`src/rtl/chgs_pkg.sv`:
```
// Shared types and constants for the convex hull core.
// No dependencies; imported by every module of the block except chgs_ram.
`timescale 1ns / 1ps
package chgs_pkg;
    localparam int MAX_POINTS = 64;
    localparam int IDX_W = $clog2(MAX_POINTS);
    localparam int CNT_W = IDX_W + 1;
    localparam int COORD_W = 31;
    localparam int PT_W = 2 * COORD_W;
    localparam int DIFF_W = COORD_W + 1;
    localparam int PROD_W = 2 * DIFF_W;

    typedef struct packed {
        logic signed [COORD_W-1:0] x;
        logic signed [COORD_W-1:0] y;
    } pt_t;

    // One queue entry between the front and the back part.
    typedef struct packed {
        pt_t  pt;
        logic keep;
        logic last;
    } cmd_t;
endpackage

```
`src/rtl/chgs_front.sv`:
```
// Front part: accepts points, counts them and marks overflow.
// Depends on chgs_pkg; feeds a two-entry queue to the back part.
`timescale 1ns / 1ps
module chgs_front
    import chgs_pkg::*;
(
    input  logic        clk,
    input  logic        rst_n,
    input  logic        s_tvalid,
    output logic        s_tready,
    input  logic [63:0] s_tdata,
    input  logic        s_tlast,
    output logic        q_valid,
    input  logic        q_ready,
    output cmd_t        q_cmd
);
    cmd_t q_reg [2];
    logic [1:0] cnt_reg, cnt_next;
    logic rd_reg, wr_reg;
    logic [CNT_W-1:0] count_reg, count_next;
    logic push, pop;
    cmd_t cmd;

    assign s_tready = (cnt_reg != 2'd2);
    assign push = s_tvalid && s_tready;
    assign q_valid = (cnt_reg != 2'd0);
    assign pop = q_valid && q_ready;
    assign q_cmd = q_reg[rd_reg];

    always_comb
    begin
        cmd.pt.x = s_tdata[COORD_W-1:0];
        cmd.pt.y = s_tdata[2*COORD_W-1:COORD_W];
        cmd.keep = (count_reg < CNT_W'(MAX_POINTS));
        cmd.last = s_tlast;
        count_next = count_reg;
        if (push)
        begin
            count_next = s_tlast ? '0 : (cmd.keep ? count_reg + 1'b1 : count_reg);
        end
        cnt_next = cnt_reg + {1'b0, push} - {1'b0, pop};
    end

    always_ff @(posedge clk)
    begin
        if (push)
        begin
            q_reg[wr_reg] <= cmd;
        end
    end

    always_ff @(posedge clk or negedge rst_n)
    begin
        if (!rst_n)
        begin
            cnt_reg <= '0;
            rd_reg <= 1'b0;
            wr_reg <= 1'b0;
            count_reg <= '0;
        end
        else
        begin
            cnt_reg <= cnt_next;
            count_reg <= count_next;
            if (push)
            begin
                wr_reg <= ~wr_reg;
            end
            if (pop)
            begin
                rd_reg <= ~rd_reg;
            end
        end
    end

`ifndef NO_ASSERTIONS
    a_count_max: assert property (@(posedge clk) disable iff (!rst_n)
        count_reg <= CNT_W'(MAX_POINTS)) else $error("point count beyond capacity");
    a_no_push_full: assert property (@(posedge clk) disable iff (!rst_n)
        cnt_reg == 2'd2 |-> !push) else $error("queue overrun");
    a_last_clears: assert property (@(posedge clk) disable iff (!rst_n)
        push && s_tlast |=> count_reg == '0) else $error("count not cleared");
`endif
endmodule

```
`config.mk`:
```
export PLATFORM = sky130hd
export DESIGN_NAME = chgs_front
export DESIGN_NICKNAME = d
export VERILOG_FILES = /design/src/rtl/chgs_pkg.sv /design/src/rtl/chgs_front.sv
export SDC_FILE = /design/constraint.sdc
export NUM_CORES = 1
export LEC_CHECK = 0
export BUFFER_PORTS_ARGS = -buffer_cell sky130_fd_sc_hd__buf_2
export CAP_MARGIN = 20
export CORE_MARGIN = 2
export CORE_UTILIZATION = 50
export DETAILED_ROUTE_END_ITERATION = 10
export PLACE_DENSITY = 0.76
export SYNTH_ARGS = -nofsm -noshare
export SYNTH_HDL_FRONTEND = slang
export SYNTH_SLANG_ARGS = --single-unit
```
`constraint.sdc`:
```
create_clock -name clk -period 9.4 [get_ports clk]
set_input_delay 0.94 -clock clk [delete_from_list [all_inputs] [get_ports clk]]
set_output_delay 0.94 -clock clk [all_outputs]
set_load 0.02 [all_outputs]
```
==> run summary <==
The insertion delay to the later sink of the worst-skew pair is 0.51 ns. Measured along the y axis, the die boundary spans 106 µm. Counting every net in the synthesized netlist gives 333. The total count of hold-check failures in the final report came out at 0. The share of the cycle needed by the critical path after routing is 36.5%. The total global routing overflow is 0. The worst supply voltage drop on vdd came out at 0.177 mV.

After clock tree synthesis, the flow added hold-fix buffers numbering 0. The number of distinct library cell variants in the gate-level netlist after synthesis is 31. The clock period could shrink to approximately 3.4 ns. The global-route total usage across every layer came out at 16.9%. TritonCTS created 17 clock buffers.

The post-synthesis share of cell area spent on xor and xnor gates came out at 0.671%. The count of buffers added by post-CTS timing repair for setup is 0. The count of input and output buffers came out at around 130. The critical path in this run is classified as reg -> out. For this design the static power due to leakage is 2.50 nW. The multiplexer share of the synthesized area came out at 13.8%. The arrival time of the worst setup path is about 2.5 ns. The adder and majority gate portion of the synthesized area came out at 0.479%.

Summing the areas of all and, or, nand and nor instances in the mapped netlist gives 3.07% of the synthesized area. The first-pass iteration count of the detailed router came out at 4. After synthesis, the largest family of logic cells by area is multiplexers. The fraction of final layout cells with drive strength greater than 1 is approximately 55%. The total core area came out at slightly above 0.01 mm². The max-capacitance violation count is 0. In this run the horizontal extent of the chip is approximately 110 µm. In this run the count of I/O pins placed on the die edge is between 100 and 150. The setup total negative slack came out at 0 ns. The initial core utilization is around half.

The post-route DRC violation count came out at 0. The mapped netlist covers 0.00522 mm². STA classifies the critical path startpoint as a flop. The count of final max-slew check failures is 0. On the final layout, the worst clock skew is between 0.008 and 0.009 ns. The net total in the final layout is 479.

After synthesis, flip-flops and latches occupy 78.9% of the total area. The final core area utilization came out at between 60% and 70%. At the pin with the least slew margin, the transition time is approximately 0.81 ns. After clock tree synthesis, the clock-pin slew on the worst setup and hold paths is 0.06 ns. The die area came out at 0.0113 mm². The synthesized-area fraction occupied by ao, oa, aoi and oai cells came out at between 1.5 and 2%. The maximum number of pins on one net before global-route repair came out at 53.

Leaving out fill and tap cells, the most frequent cell in the layout is sky130_fd_sc_hd__buf_2. In the layout the commonest cells are sky130_fd_sc_hd__buf_2 (132), sky130_fd_sc_hd__edfxtp_1 (128), sky130_fd_sc_hd__mux2_2 (64). The average wire per cell in the routed design came out at 16.3 µm. Counting every instance in the synthesized netlist gives 262. The initial antenna violation count came out at 0.

The post-synthesis to final-layout area growth came out at 25.4%. The via density per instance came out at around 5.1. The flop-to-flop setup slack came out at 6.93 ns. The number of core rows came out at 37. The final setup violation count is 0. The via count of the first global-routing pass was 2953. The first global-routing pass estimated 14100 µm of wire. Power spread over the standard cell area amounts to 325 mW/mm². In this run the remaining antenna-violating nets after routing total 0. The H-tree depth came out at 4.

The number of diodes came out at 0. The detailed placer's ending HPWL is 5870 µm. STA classifies the critical path endpoint as an output port.

TritonCTS built the clock tree. The tightest min-delay check is of the in -> async type. The largest individual stage delay along the critical path comes from the cell sky130_fd_sc_hd__dfrtp_2. The starting DRC count in detailed routing is 82. The detailed-route wire length is approximately 9100 µm. The maximum fanout along the worst path came out at 33. The critical path goes through buf_4, mux2_2, buf_2. The flow ran to the end, and the final reports show no timing, DRC or antenna violations. The setup slack at placement came out at 6.42 ns.

The final weighted congestion of routability-driven global placement is roughly 0.77. The flip-flop and latch count after synthesis is 139. The worst-case setup margin in the final layout is 5.97 ns.

The number of flip-flops under the largest register name came out at 128. In this run the clock root is driven by a sky130_fd_sc_hd__clkbuf_8. The synthesis warning total came out at 0.

In this design, the stage delay of the slowest critical-path cell is 0.87 ns. Setup repair after global routing left no endpoint under its margin. After clock tree synthesis, the repair step resized 0 gates. In this run the tightest slew margin relative to its limit is between 40% and 50%. The critical path data required time is 8.46 ns.

The total clock sinks came out at 139. The achievable clock frequency is 0.291 GHz. The clock passes through at most 2 buffers. The average cell area after synthesis is approximately 20 µm². The vias after detailed routing is around 2800.
==> stage by stage <==
| step | instance area (µm²) | hold slack (ns) | instances | total power [W] |
|---|---|---|---|---|
| CTS | 6550 | 0.284 | 556 | 0.00216 |
| global route | 6550 | 0.287 | 556 | 0.00223 |
| floorplan | 5220 | 0.461 | 262 | 0.00138 |
| detailed placement | 6050 | 0.556 | 525 | 0.00158 |
| finish | 6550 | 0.297 | 556 | 0.00213 |
| global placement | 6050 | 0.539 | 525 | 0.00157 |
==> worst paths after layout <==
check,endpoint,cells past startpoint,from
setup / recovery,q_cmd[51],3,rd_reg$_DFFE_PN0P_
hold / removal,count_reg[6]$_DFFE_PN0P_,1,rst_n
setup reg to reg,q_reg[0][29]$_DFFE_PP_,5,cnt_reg[1]$_DFF_PN0_
hold reg to reg,wr_reg$_DFFE_PN0P_,1,wr_reg$_DFFE_PN0P_
max in group asynchronous,rd_reg$_DFFE_PN0P_,1,rst_n
min in group clk,wr_reg$_DFFE_PN0P_,1,wr_reg$_DFFE_PN0P_
==> synthesized netlist by cell type <==
cell type                   number  area, µm²
sky130_fd_sc_hd__edfxtp_1      128       3840
sky130_fd_sc_hd__mux2_2         64        721
sky130_fd_sc_hd__dfrtp_1        11        275
sky130_fd_sc_hd__buf_2           8       40.0
sky130_fd_sc_hd__inv_1           5       18.8
sky130_fd_sc_hd__nand3_1         4       20.0
sky130_fd_sc_hd__nor2_1          4       15.0
sky130_fd_sc_hd__xnor2_1         4       35.0
sky130_fd_sc_hd__a221o_1         3       30.0
sky130_fd_sc_hd__and3_1          3       18.8
sky130_fd_sc_hd__nand2_1         3       11.3
sky130_fd_sc_hd__nand4_1         3       18.8
sky130_fd_sc_hd__ha_1            2       25.0
sky130_fd_sc_hd__nor3_1          2       10.0
sky130_fd_sc_hd__o21ai_0         2       10.0
sky130_fd_sc_hd__a21bo_2         1       10.0
sky130_fd_sc_hd__a21oi_1         1       5.00
sky130_fd_sc_hd__a2bb2oi_1       1       8.76
sky130_fd_sc_hd__a311o_1         1       10.0
sky130_fd_sc_hd__and4b_1         1       10.0
sky130_fd_sc_hd__inv_2           1       3.75
sky130_fd_sc_hd__nand2b_1        1       6.26
sky130_fd_sc_hd__nor2b_1         1       6.26
sky130_fd_sc_hd__nor2b_4         1       13.8
sky130_fd_sc_hd__nor3b_1         1       7.51
sky130_fd_sc_hd__nor4_1          1       6.26
sky130_fd_sc_hd__nor4bb_1        1       10.0
sky130_fd_sc_hd__o211a_1         1       10.0
sky130_fd_sc_hd__o221ai_1        1       8.76
sky130_fd_sc_hd__o311ai_0        1       8.76
sky130_fd_sc_hd__or2_2           1       6.26
==> per-layer routing <==
layer  track usage, %  vias up  routed length [µm]  part of all wire, %
met5                0        -                   0                    0
met4             7.80        0                  97                  1.1
met3             5.09       12                 599                  6.6
met2             29.9      100                4800                   53
met1             18.6     1370                3550                   39
li1                 -     1331                   -                    -
==> report_power, final <==
part           internal [W]  switching [W]
Combinational      0.000262       0.000379
Sequential         0.000847      0.0000754
Clock              0.000343       0.000223
==> kinds of logic (layout without fill, tap and decap cells) <==
kind of cell             after synthesis  count (layout)
AND/OR/NAND/NOR                       27              27
adder cells (fa/ha/maj)                2               2
multiplexers                          64              64
AO/OA/AOI/OAI                         12              12
buffers and inverters                 14             172
flip-flops                           139             139
XOR/XNOR                               4               4
==> final cells by class <==
type / instances / area, µm²
clock inverters: 11 / 80.1
flip-flops and latches: 139 / 4120
repair buffers: 135 / 683
inverters: 6 / 22.5
multi-input cells: 109 / 1050
clock buffers: 20 / 425
fillers: 746 / 3680
well taps: 136 / 170
==> worst max-delay path: cells and delay by family (launching register included) <==
kind | cells | cell delay [ns]
flip-flops | 1 | 0.87
buffers and inverters | 2 | 0.69
multiplexers | 1 | 0.41
Note: power is estimated with default switching activity, not from simulation.
